## src/sv/capability_token_table_unit_macros.svh

```systemverilog
// ----------------------------------------------------------------------------
// Capability token table unit - assertion macros
// Shared concurrent assertion forms, clocked on clock and disabled in reset.
// ----------------------------------------------------------------------------
`ifndef CAPABILITY_TOKEN_TABLE_UNIT_MACROS_SVH
`define CAPABILITY_TOKEN_TABLE_UNIT_MACROS_SVH

// Same-cycle implication.
`define CTT_ASSERT_IMP(lbl, ante, cons, msg) \
   lbl: assert property (@(posedge clock) disable iff (reset) (ante) |-> (cons)) \
      else $error(msg);

// Next-cycle implication.
`define CTT_ASSERT_NXT(lbl, ante, cons, msg) \
   lbl: assert property (@(posedge clock) disable iff (reset) (ante) |=> (cons)) \
      else $error(msg);

`endif

```

## src/sv/ctt_pkg.sv

```systemverilog
// ----------------------------------------------------------------------------
// Capability token table package
// Sizes, codes and controller/datapath interface types.
// ----------------------------------------------------------------------------
package ctt_pkg;

   localparam int TABLE_ENTRIES = 64;
   localparam int IDX_W         = (TABLE_ENTRIES > 1) ? $clog2(TABLE_ENTRIES) : 1;
   localparam int KIND_W        = 3;
   localparam int STATUS_W      = 3;
   localparam int ID_W          = 32;
   localparam int CAP_W         = 32;
   localparam int ENTRY_W       = ID_W + CAP_W;

   localparam logic [IDX_W-1:0] LAST_IDX    = IDX_W'(TABLE_ENTRIES - 1);
   localparam logic [CAP_W-1:0] SYSCALL_BIT = 32'h0000_0400;

   typedef enum logic [KIND_W-1:0] {
      KIND_CHECK      = 3'd0,
      KIND_DELEGATE   = 3'd1,
      KIND_REVOKE     = 3'd2,
      KIND_QUERY      = 3'd3,
      KIND_CREATE     = 3'd4,
      KIND_INVALIDATE = 3'd5
   } kind_type;

   typedef enum logic [STATUS_W-1:0] {
      STAT_OK        = 3'd0,
      STAT_BAD_TOKEN = 3'd1,
      STAT_DENIED    = 3'd2,
      STAT_NO_SPACE  = 3'd3,
      STAT_BAD_OP    = 3'd4
   } status_type;

   typedef enum logic [1:0] {
      FSM_IDLE   = 2'd0,
      FSM_SCAN   = 2'd1,
      FSM_DRAIN  = 2'd2,
      FSM_COMMIT = 2'd3
   } state_type;

   typedef struct packed {
      logic load;    // capture request, restart scan
      logic scan;    // issue table read, advance address
      logic commit;  // apply update, load response
   } cmd_type;

   typedef struct packed {
      logic scan_last;  // read address is at the last entry
      logic rsp_busy;   // response register holds a beat not yet taken
   } sts_type;

endpackage

```

## src/sv/ctt_ram.sv

```systemverilog
// ----------------------------------------------------------------------------
// Generic RAM
// One write port, one read port with registered read data.
// ----------------------------------------------------------------------------
module ctt_ram #(
   parameter int WIDTH = 8,
   parameter int DEPTH = 16
) (
   input  logic                                        clock,
   input  logic                                        we,
   input  logic [((DEPTH > 1) ? $clog2(DEPTH) : 1)-1:0] waddr,
   input  logic [WIDTH-1:0]                            wdata,
   input  logic [((DEPTH > 1) ? $clog2(DEPTH) : 1)-1:0] raddr,
   output logic [WIDTH-1:0]                            rdata
);

   logic [WIDTH-1:0] mem_ff [DEPTH];
   logic [WIDTH-1:0] rdata_ff;

   always_ff @(posedge clock) begin
      if (we) begin
         mem_ff[waddr] <= wdata;
      end
      rdata_ff <= mem_ff[raddr];
   end

   assign rdata = rdata_ff;

endmodule

```

## src/sv/ctt_ctrl.sv

```systemverilog
// ----------------------------------------------------------------------------
// Capability token table controller
// Sequences accept, table scan, drain, and commit for one request at a time.
// ----------------------------------------------------------------------------
`include "capability_token_table_unit_macros.svh"

module ctt_ctrl (
   input  logic             clock,
   input  logic             reset,
   input  logic             req_valid,
   output logic             req_ready,
   input  ctt_pkg::sts_type sts,
   output ctt_pkg::cmd_type cmd
);

   import ctt_pkg::*;

   state_type state_ff;
   state_type state_in;

   always_ff @(posedge clock) begin
      if (reset) begin
         state_ff <= FSM_IDLE;
      end else begin
         state_ff <= state_in;
      end
   end

   always_comb begin
      state_in  = state_ff;
      cmd       = '0;
      req_ready = 1'b0;
      case (state_ff)
         FSM_IDLE: begin
            req_ready = 1'b1;
            if (req_valid) begin
               cmd.load = 1'b1;
               state_in = FSM_SCAN;
            end
         end
         FSM_SCAN: begin
            cmd.scan = 1'b1;
            if (sts.scan_last) begin
               state_in = FSM_DRAIN;
            end
         end
         FSM_DRAIN: begin
            // last read data lands this cycle
            state_in = FSM_COMMIT;
         end
         FSM_COMMIT: begin
            if (!sts.rsp_busy) begin
               cmd.commit = 1'b1;
               state_in   = FSM_IDLE;
            end
         end
         default: begin
            state_in = FSM_IDLE;
         end
      endcase
   end

   `CTT_ASSERT_NXT(a_accept_starts_scan, (state_ff == FSM_IDLE) && req_valid, state_ff == FSM_SCAN, "accepted request did not start a scan")
   `CTT_ASSERT_NXT(a_scan_runs_to_end, (state_ff == FSM_SCAN) && !sts.scan_last, state_ff == FSM_SCAN, "scan left early")
   `CTT_ASSERT_NXT(a_drain_to_commit, state_ff == FSM_DRAIN, state_ff == FSM_COMMIT, "drain did not move to commit")

endmodule

```

## src/sv/ctt_dp.sv

```systemverilog
// ----------------------------------------------------------------------------
// Capability token table datapath
// Request registers, table RAM, scan match tracking, update and response.
// ----------------------------------------------------------------------------
`include "capability_token_table_unit_macros.svh"

module ctt_dp (
   input  logic                            clock,
   input  logic                            reset,
   input  ctt_pkg::cmd_type                cmd,
   output ctt_pkg::sts_type                sts,
   input  logic [ctt_pkg::KIND_W-1:0]      req_kind,
   input  logic [ctt_pkg::ID_W-1:0]        req_caller_token,
   input  logic [ctt_pkg::ID_W-1:0]        req_first_id,
   input  logic [ctt_pkg::ID_W-1:0]        req_second_id,
   input  logic [ctt_pkg::CAP_W-1:0]       req_cap_mask,
   output logic                            rsp_valid,
   input  logic                            rsp_ready,
   output logic [ctt_pkg::STATUS_W-1:0]    rsp_status,
   output logic [ctt_pkg::CAP_W-1:0]       rsp_caps
);

   import ctt_pkg::*;

   // request
   logic [KIND_W-1:0] kind_ff;
   logic [ID_W-1:0]   caller_ff, first_ff, second_ff;
   logic [CAP_W-1:0]  mask_ff;

   // scan
   logic [IDX_W-1:0]   addr_ff;
   logic [IDX_W-1:0]   rd_idx_ff;
   logic               rd_pend_ff;
   logic [ENTRY_W-1:0] rd_data;
   logic [ID_W-1:0]    rd_id;
   logic [CAP_W-1:0]   rd_caps;
   logic               rd_live;

   // match tracking
   logic             cl_hit_ff, cl_sys_ff;
   logic             s_hit_ff, t_hit_ff, f_hit_ff;
   logic [IDX_W-1:0] s_idx_ff, t_idx_ff, f_idx_ff;
   logic [CAP_W-1:0] s_caps_ff, t_caps_ff;

   // table valid marks
   logic [TABLE_ENTRIES-1:0] valid_ff, valid_in;

   // update
   logic               we;
   logic [IDX_W-1:0]   waddr;
   logic [ENTRY_W-1:0] wdata;
   status_type         status_in;
   logic [CAP_W-1:0]   caps_in;
   logic               priv_ok, holds_all;

   // response
   logic                rsp_valid_ff;
   logic [STATUS_W-1:0] rsp_status_ff;
   logic [CAP_W-1:0]    rsp_caps_ff;

   ctt_ram #(
      .WIDTH (ENTRY_W),
      .DEPTH (TABLE_ENTRIES)
   ) u_table (
      .clock (clock),
      .we    (we),
      .waddr (waddr),
      .wdata (wdata),
      .raddr (addr_ff),
      .rdata (rd_data)
   );

   assign rd_id   = rd_data[ENTRY_W-1:CAP_W];
   assign rd_caps = rd_data[CAP_W-1:0];
   assign rd_live = valid_ff[rd_idx_ff];

   assign sts.scan_last = (addr_ff == LAST_IDX);
   assign sts.rsp_busy  = rsp_valid_ff && !rsp_ready;

   always_ff @(posedge clock) begin
      if (cmd.load) begin
         kind_ff   <= req_kind;
         caller_ff <= req_caller_token;
         first_ff  <= req_first_id;
         second_ff <= req_second_id;
         mask_ff   <= req_cap_mask;
      end
   end

   // scan address and read pipeline
   always_ff @(posedge clock) begin
      if (reset) begin
         addr_ff    <= '0;
         rd_pend_ff <= 1'b0;
      end else begin
         rd_pend_ff <= cmd.scan;
         if (cmd.load) begin
            addr_ff <= '0;
         end else if (cmd.scan) begin
            addr_ff <= addr_ff + IDX_W'(1);
         end
      end
   end

   always_ff @(posedge clock) begin
      rd_idx_ff <= addr_ff;
   end

   // keep the lowest-index match for each lookup
   always_ff @(posedge clock) begin
      if (reset || cmd.load) begin
         cl_hit_ff <= 1'b0;
         s_hit_ff  <= 1'b0;
         t_hit_ff  <= 1'b0;
         f_hit_ff  <= 1'b0;
      end else if (rd_pend_ff) begin
         if (rd_live && !cl_hit_ff && (rd_id == caller_ff)) begin
            cl_hit_ff <= 1'b1;
         end
         if (rd_live && !s_hit_ff && (rd_id == first_ff)) begin
            s_hit_ff <= 1'b1;
         end
         if (rd_live && !t_hit_ff && (rd_id == second_ff)) begin
            t_hit_ff <= 1'b1;
         end
         if (!rd_live && !f_hit_ff) begin
            f_hit_ff <= 1'b1;
         end
      end
   end

   always_ff @(posedge clock) begin
      if (rd_pend_ff) begin
         if (rd_live && !cl_hit_ff && (rd_id == caller_ff)) begin
            cl_sys_ff <= ((rd_caps & SYSCALL_BIT) == SYSCALL_BIT);
         end
         if (rd_live && !s_hit_ff && (rd_id == first_ff)) begin
            s_idx_ff  <= rd_idx_ff;
            s_caps_ff <= rd_caps;
         end
         if (rd_live && !t_hit_ff && (rd_id == second_ff)) begin
            t_idx_ff  <= rd_idx_ff;
            t_caps_ff <= rd_caps;
         end
         if (!rd_live && !f_hit_ff) begin
            f_idx_ff <= rd_idx_ff;
         end
      end
   end

   // resolve the request and form the table update
   assign priv_ok   = cl_hit_ff && cl_sys_ff;
   assign holds_all = ((s_caps_ff & mask_ff) == mask_ff);

   always_comb begin
      status_in = STAT_OK;
      caps_in   = '0;
      we        = 1'b0;
      waddr     = s_idx_ff;
      wdata     = {first_ff, s_caps_ff & ~mask_ff};
      valid_in  = valid_ff;
      case (kind_type'(kind_ff))
         KIND_CHECK: begin
            if (!s_hit_ff) begin
               status_in = STAT_BAD_TOKEN;
            end else if (!holds_all) begin
               status_in = STAT_DENIED;
            end
         end
         KIND_DELEGATE: begin
            if (!priv_ok) begin
               status_in = STAT_DENIED;
            end else if (!s_hit_ff || !t_hit_ff) begin
               status_in = STAT_BAD_TOKEN;
            end else if (!holds_all) begin
               status_in = STAT_DENIED;
            end else begin
               we    = cmd.commit;
               waddr = t_idx_ff;
               wdata = {second_ff, t_caps_ff | mask_ff};
            end
         end
         KIND_REVOKE: begin
            if (!priv_ok) begin
               status_in = STAT_DENIED;
            end else if (!s_hit_ff) begin
               status_in = STAT_BAD_TOKEN;
            end else begin
               we = cmd.commit;
            end
         end
         KIND_QUERY: begin
            if (!priv_ok) begin
               status_in = STAT_DENIED;
            end else if (!s_hit_ff) begin
               status_in = STAT_BAD_TOKEN;
            end else begin
               caps_in = s_caps_ff;
            end
         end
         KIND_CREATE: begin
            if (!f_hit_ff) begin
               status_in = STAT_NO_SPACE;
            end else begin
               we    = cmd.commit;
               waddr = f_idx_ff;
               wdata = {first_ff, mask_ff};
               if (cmd.commit) begin
                  valid_in[f_idx_ff] = 1'b1;
               end
            end
         end
         KIND_INVALIDATE: begin
            if (!s_hit_ff) begin
               status_in = STAT_BAD_TOKEN;
            end else if (cmd.commit) begin
               valid_in[s_idx_ff] = 1'b0;
            end
         end
         default: begin
            status_in = STAT_BAD_OP;
         end
      endcase
   end

   always_ff @(posedge clock) begin
      if (reset) begin
         valid_ff <= '0;
      end else begin
         valid_ff <= valid_in;
      end
   end

   // response register
   always_ff @(posedge clock) begin
      if (reset) begin
         rsp_valid_ff <= 1'b0;
      end else if (cmd.commit) begin
         rsp_valid_ff <= 1'b1;
      end else if (rsp_ready) begin
         rsp_valid_ff <= 1'b0;
      end
   end

   always_ff @(posedge clock) begin
      if (cmd.commit) begin
         rsp_status_ff <= status_in;
         rsp_caps_ff   <= caps_in;
      end
   end

   assign rsp_valid  = rsp_valid_ff;
   assign rsp_status = rsp_status_ff;
   assign rsp_caps   = rsp_caps_ff;

   `CTT_ASSERT_NXT(a_commit_loads_rsp, cmd.commit, rsp_valid_ff, "commit did not present a response")
   `CTT_ASSERT_NXT(a_scan_read_pending, cmd.scan, rd_pend_ff, "scan read not tracked")
   `CTT_ASSERT_IMP(a_commit_rsp_free, cmd.commit, !sts.rsp_busy, "commit over a waiting response")

endmodule

```

## src/sv/capability_token_table_unit.sv

```systemverilog
// ----------------------------------------------------------------------------
// Capability token table unit
// Token table with check, delegate, revoke, query, create and invalidate.
// ----------------------------------------------------------------------------
// Each request beat on req_ walks the whole table (TABLE_ENTRIES entries of
// id and capability mask, held in one single-port-read RAM) one entry per
// cycle, catching the lowest valid match for the caller, first and second
// ids plus the lowest free slot in a single pass; one commit cycle then
// writes the update back and loads the response register. A request goes
// through the scan of every entry through the RAM read port, a drain state
// for the last read and the commit state; the next request is taken the
// cycle after commit. The response register holds its beat until
// rsp_ready, so a new request may be accepted and scanned while an older
// response waits; commit stalls only if that response is still not taken.
// Valid marks are flops cleared by reset, so no clearing pass is needed;
// ids and masks of never-written slots are never used. Delegate, revoke and
// query require the caller token to hold the syscall bit (0x0400); status
// codes are 0 ok, 1 invalid token, 2 access denied, 3 no space, 4 invalid op.
// ----------------------------------------------------------------------------
module capability_token_table_unit (
   input  logic                         clock,
   input  logic                         reset,
   // request channel
   input  logic                         req_valid,
   output logic                         req_ready,
   input  logic [ctt_pkg::KIND_W-1:0]   req_kind,
   input  logic [ctt_pkg::ID_W-1:0]     req_caller_token,
   input  logic [ctt_pkg::ID_W-1:0]     req_first_id,
   input  logic [ctt_pkg::ID_W-1:0]     req_second_id,
   input  logic [ctt_pkg::CAP_W-1:0]    req_cap_mask,
   // response channel
   output logic                         rsp_valid,
   input  logic                         rsp_ready,
   output logic [ctt_pkg::STATUS_W-1:0] rsp_status,
   output logic [ctt_pkg::CAP_W-1:0]    rsp_caps
);

   import ctt_pkg::*;

   cmd_type cmd;
   sts_type sts;

   // sequence: accept, scan, drain last read, commit
   ctt_ctrl u_ctrl (
      .clock     (clock),
      .reset     (reset),
      .req_valid (req_valid),
      .req_ready (req_ready),
      .sts       (sts),
      .cmd       (cmd)
   );

   // table, match tracking, update and response register
   ctt_dp u_dp (
      .clock            (clock),
      .reset            (reset),
      .cmd              (cmd),
      .sts              (sts),
      .req_kind         (req_kind),
      .req_caller_token (req_caller_token),
      .req_first_id     (req_first_id),
      .req_second_id    (req_second_id),
      .req_cap_mask     (req_cap_mask),
      .rsp_valid        (rsp_valid),
      .rsp_ready        (rsp_ready),
      .rsp_status       (rsp_status),
      .rsp_caps         (rsp_caps)
   );

endmodule
```

## config.mk

```make
export PLATFORM = sky130hd
export DESIGN_NAME = capability_token_table_unit
export DESIGN_NICKNAME = d
export VERILOG_FILES = /design/src/sv/ctt_pkg.sv /design/src/sv/ctt_ram.sv /design/src/sv/ctt_ctrl.sv /design/src/sv/ctt_dp.sv /design/src/sv/capability_token_table_unit.sv
export VERILOG_INCLUDE_DIRS = /design/src /design/src/sv
export SDC_FILE = /design/constraint.sdc
export NUM_CORES = 2
export LEC_CHECK = 0
export BUFFER_PORTS_ARGS = -buffer_cell sky130_fd_sc_hd__buf_4
export CAP_MARGIN = 40
export CORE_MARGIN = 4
export CORE_UTILIZATION = 40
export DETAILED_ROUTE_END_ITERATION = 10
export SYNTH_ARGS = -nofsm -noshare
export SYNTH_HDL_FRONTEND = slang
export SYNTH_SLANG_ARGS = --single-unit
```

## constraint.sdc

```tcl
create_clock -name clock -period 12.05 [get_ports clock]
set_input_delay 1.205 -clock clock [delete_from_list [all_inputs] [get_ports clock]]
set_output_delay 1.205 -clock clock [all_outputs]
set_load 0.1 [all_outputs]
```

==> results.md <==
* Worst Hold Class: in -> reg
* Dpl hpwl at 281000 um
* Async S/R FF share, synth at 0
* Max capacitance violation total at 0
* Layout cells sized above 1 at 0.317
* Min cycle time layout at around 6 ns
* Most frequent cells in the layout: 4345 x edfxtp_1, 1352 x mux4_2, 447 x clkbuf_16
* CP Launch Type: flip-flop
* Dominant synthesized flop cell: edfxtp_1
* Hold Path End: u_dp.caller_ff[13]$_DFFE_PP_
* Initial antenna violation count at 36
* Largest net degree at the start of global routing at 126
* Synth area leader: edfxtp_1
* Max incr delay on CP at 0.75 ns
* Final setup viols at 0
* CP most frequent cell: buf_4
* Crit Path Class: reg -> reg
* Area of the mapped netlist at 171000 um2
* CTS Root Buffer Type: clkbuf_16
* Die area at roughly 440000 um2
* Routed via count at 81229
* RSZ-0062 raised after global routing: false
* Hold Fails Final Rpt at 0
* Via-to-Cell Ratio at 5.88
* Library cells used by synthesis at 59
* Tcrit/Tclk final at 0.491
* Worst skew pair latency at 1.00 ns
* R2R cell count at 10
* Num rows at 239
* CTS buffer count at between 400 and 500
* R2R Setup Slk at 6.14 ns
* P_leak at 58.9 nW
* Routing usage on met3 at 0.0293
* Setup Skew at 0.0736 ns
* Met2 Resource Use GR at 0.348
* First-pass GRT wire length at 656000 um
* Initial Utilization at 0.402
* Net count, final at 7847
* Cell depth of the worst hold path at 1
* CTS tree: yes
* Clock Path Buffers at 4
* TNS Setup at 0 ns
* CP Data Arrival Time at roughly 6.5 ns
* Worst-margin pin slew at approximately 1.1 ns
* Reg2reg start: u_dp.mask_ff[28]$_DFFE_PP_
* GRT Overall Usage at 0.213
* Dominant cells by area after synthesis: edfxtp_1 76%, mux4_2 18%, dfxtp_1 1.7%
* Hold Buf Count CTS at 0
* Pwr Density at 193 nW/um2
* Post-synth top area share at 0.764
* Hold_sp: req_caller_token[13]
* Vias in the first global route at 81343
* DR WL/cell at approximately 34 um
* Mapped Avg Cell Area at 23.9 um2
* Post-synth EDFFs at 4345
* Critical path required time at approximately 13 ns
* Area Overhead vs Synth at 14.6%
* Number of fill cells at 34632
* RR Endpoint: u_dp.u_table.mem_ff[56][17]$_DFFE_PP_
* H-tree Lvls at 5
* Io pins at between 150 and 200
* Commonest non-fill, non-tap cell in the layout: edfxtp_1
* CTS Sinks at 4493
* GR Layer Usage met1 at 0.291
* Die H at 662 um
* FF+latch count, synth at 4493
* Die Wd at 662 um
* First-pass DRT Iterations at 7
* Max_slew headroom at 0.284
* DRT iter0 DRCs at 10344
* CTS clock-pin slew for the worst setup and hold paths at 0.06 ns
* Max FO, Critical Path at 29
* CP max stage cell: nand4b_2
* Final wirelength at about 470000 um
* Critical path endpoint category: flip-flop
* Maximum vdd ir drop at 0.000137 V
* Crit path launch: u_dp.mask_ff[28]$_DFFE_PP_
* Max Slew Vio Count at 0
* Post-CTS sizing at 0
* Max Freq at between 0.15 and 0.2 GHz
* Placer Congestion at 0.834
* Syn_nets at 7298
* GRT busiest layer: met2
* Core Area at 425000 um2
* Outcome: complete, no violations
* I/O Buffers at 171
* Post-synthesis sequential area ratio at 0.781
* CP Cell Sequence: nor2b_1 -> a2111oi_0 -> and4_1 -> and4_4 -> o31a_1 -> nand4b_2 -> nor4_2 -> buf_4 -> buf_4 -> buf_12
* Yosys warning count at 0
* GRT overflow at 0
* Setup bufs post-CTS at 0
* Drt drc at 0
* Post-synthesis instance total at between 7000 and 8000
* Final ANT Viol Nets at 0
* Pwr Total at 37.7 mW
==> synth_stat cells (all sizes together) (5+ instances only) <==
library cell     n
a31o            20
edfxtp        4345
and3b            5
nand4           21
a2111oi          5
and2            40
nor2b           30
nor3            67
and3             9
ha               5
xor2            87
or4              5
a22oi            5
buf             93
nor2            31
xnor2           13
nand2          196
clkbuf         280
o21ai           88
mux4          1352
or3             23
a21oi          109
nand3           16
nor4            34
nor3b           16
dfxtp          148
mux2i           19
a221o           17
inv             28
==> logic make-up (layout without fill, tap and decap cells) <==
family / Yosys count / in the layout / share of synthesized area
and+or+nand+nor: 508 / 508 / 0.0151
muxes: 1373 / 1373 / 0.179
AOI/OAI and AO/OA: 278 / 278 / 0.00994
adders and majority gates: 5 / 5 / 0.000366
buffers and inverters: 401 / 1323 / 0.00894
other: 0 / 75 / 0
DFF: 4493 / 4493 / 0.781
xor gates and xnor gates: 100 / 100 / 0.00513
==> flip-flops by register name, indices dropped and copies added, names as in the netlist, 2 cells and up <==
register,flops
u_dp.first_ff,32
u_dp.kind_ff,3
u_dp.rsp_status,3
u_dp.s_idx_ff,6
u_dp.u_table.rdata,64
u_dp.u_table.mem_ff,4096
u_ctrl.state_ff,2
u_dp.valid_ff,64
u_dp.caller_ff,32
u_dp.rd_idx_ff,6
u_dp.s_caps_ff,32
u_dp.t_idx_ff,6
u_dp.f_idx_ff,6
u_dp.rsp_caps,32
u_dp.addr_ff,6
u_dp.t_caps_ff,32
u_dp.mask_ff,32
u_dp.second_ff,32
==> area by class of cell <==
type                    count  area, um2  area share
clock inverters           233       2240      0.0114
diodes                     75        188    0.000958
flip-flops and latches   4493     133000       0.682
clock buffers             587      12000      0.0611
inverters                  28        105    0.000537
repair buffers            475       4370      0.0223
multi-input cells        2264      36400       0.186
well taps                5663       7090      0.0362
==> metrics by stage <==
stage          cells  setup WS, ns  utilization  area, um2  hold slack (ns)
2_1_floorplan   7158          1.49            -     171000            0.329
6_report       13818          6.14        0.461     196000            0.379
3_3_place_gp   12871          6.01        0.425     180000            0.412
4_1_cts        13741          6.17        0.461     196000            0.296
3_5_place_dp   12921          6.20        0.427     181000            0.420
5_1_grt        13800          6.03        0.461     196000            0.329
==> worst max-delay path, delay by kind of cell, from the launching register on <==
family	cells	cell delay (ns)
AND/OR/NAND/NOR	5	2.34
AO/OA/AOI/OAI	2	1.34
buffers and inverters	3	1.32
flip-flops	1	0.42
==> worst max path at each step <==
stage                                                  endpoint  slack, ns
after floorplan            u_dp.u_table.mem_ff[40][0]$_DFFE_PP_       1.49
after global routing      u_dp.u_table.mem_ff[56][21]$_DFFE_PP_       6.03
after detailed placement  u_dp.u_table.mem_ff[56][14]$_DFFE_PP_       6.20
final                     u_dp.u_table.mem_ff[56][17]$_DFFE_PP_       6.14
after global placement     u_dp.u_table.mem_ff[57][5]$_DFFE_PP_       6.01
after CTS                 u_dp.u_table.mem_ff[56][21]$_DFFE_PP_       6.17
==> power breakdown <==
group / switching, mW / total (mW) / internal (mW)
clock network: 5.87 / 13.5 / 7.63
registers: 0.335 / 18.5 / 18.2
logic: 3.44 / 5.72 / 2.28
==> metal layers <==
metal  wire length [um]  vias up  part of all wire
li1                   -    31986                 -
met1             185000    44757              0.39
met2             231000     3743              0.49
met3              33200      739             0.070
met4              21800        4             0.046
met5                 20        -          0.000042
Power figures use the tool's default switching activity.
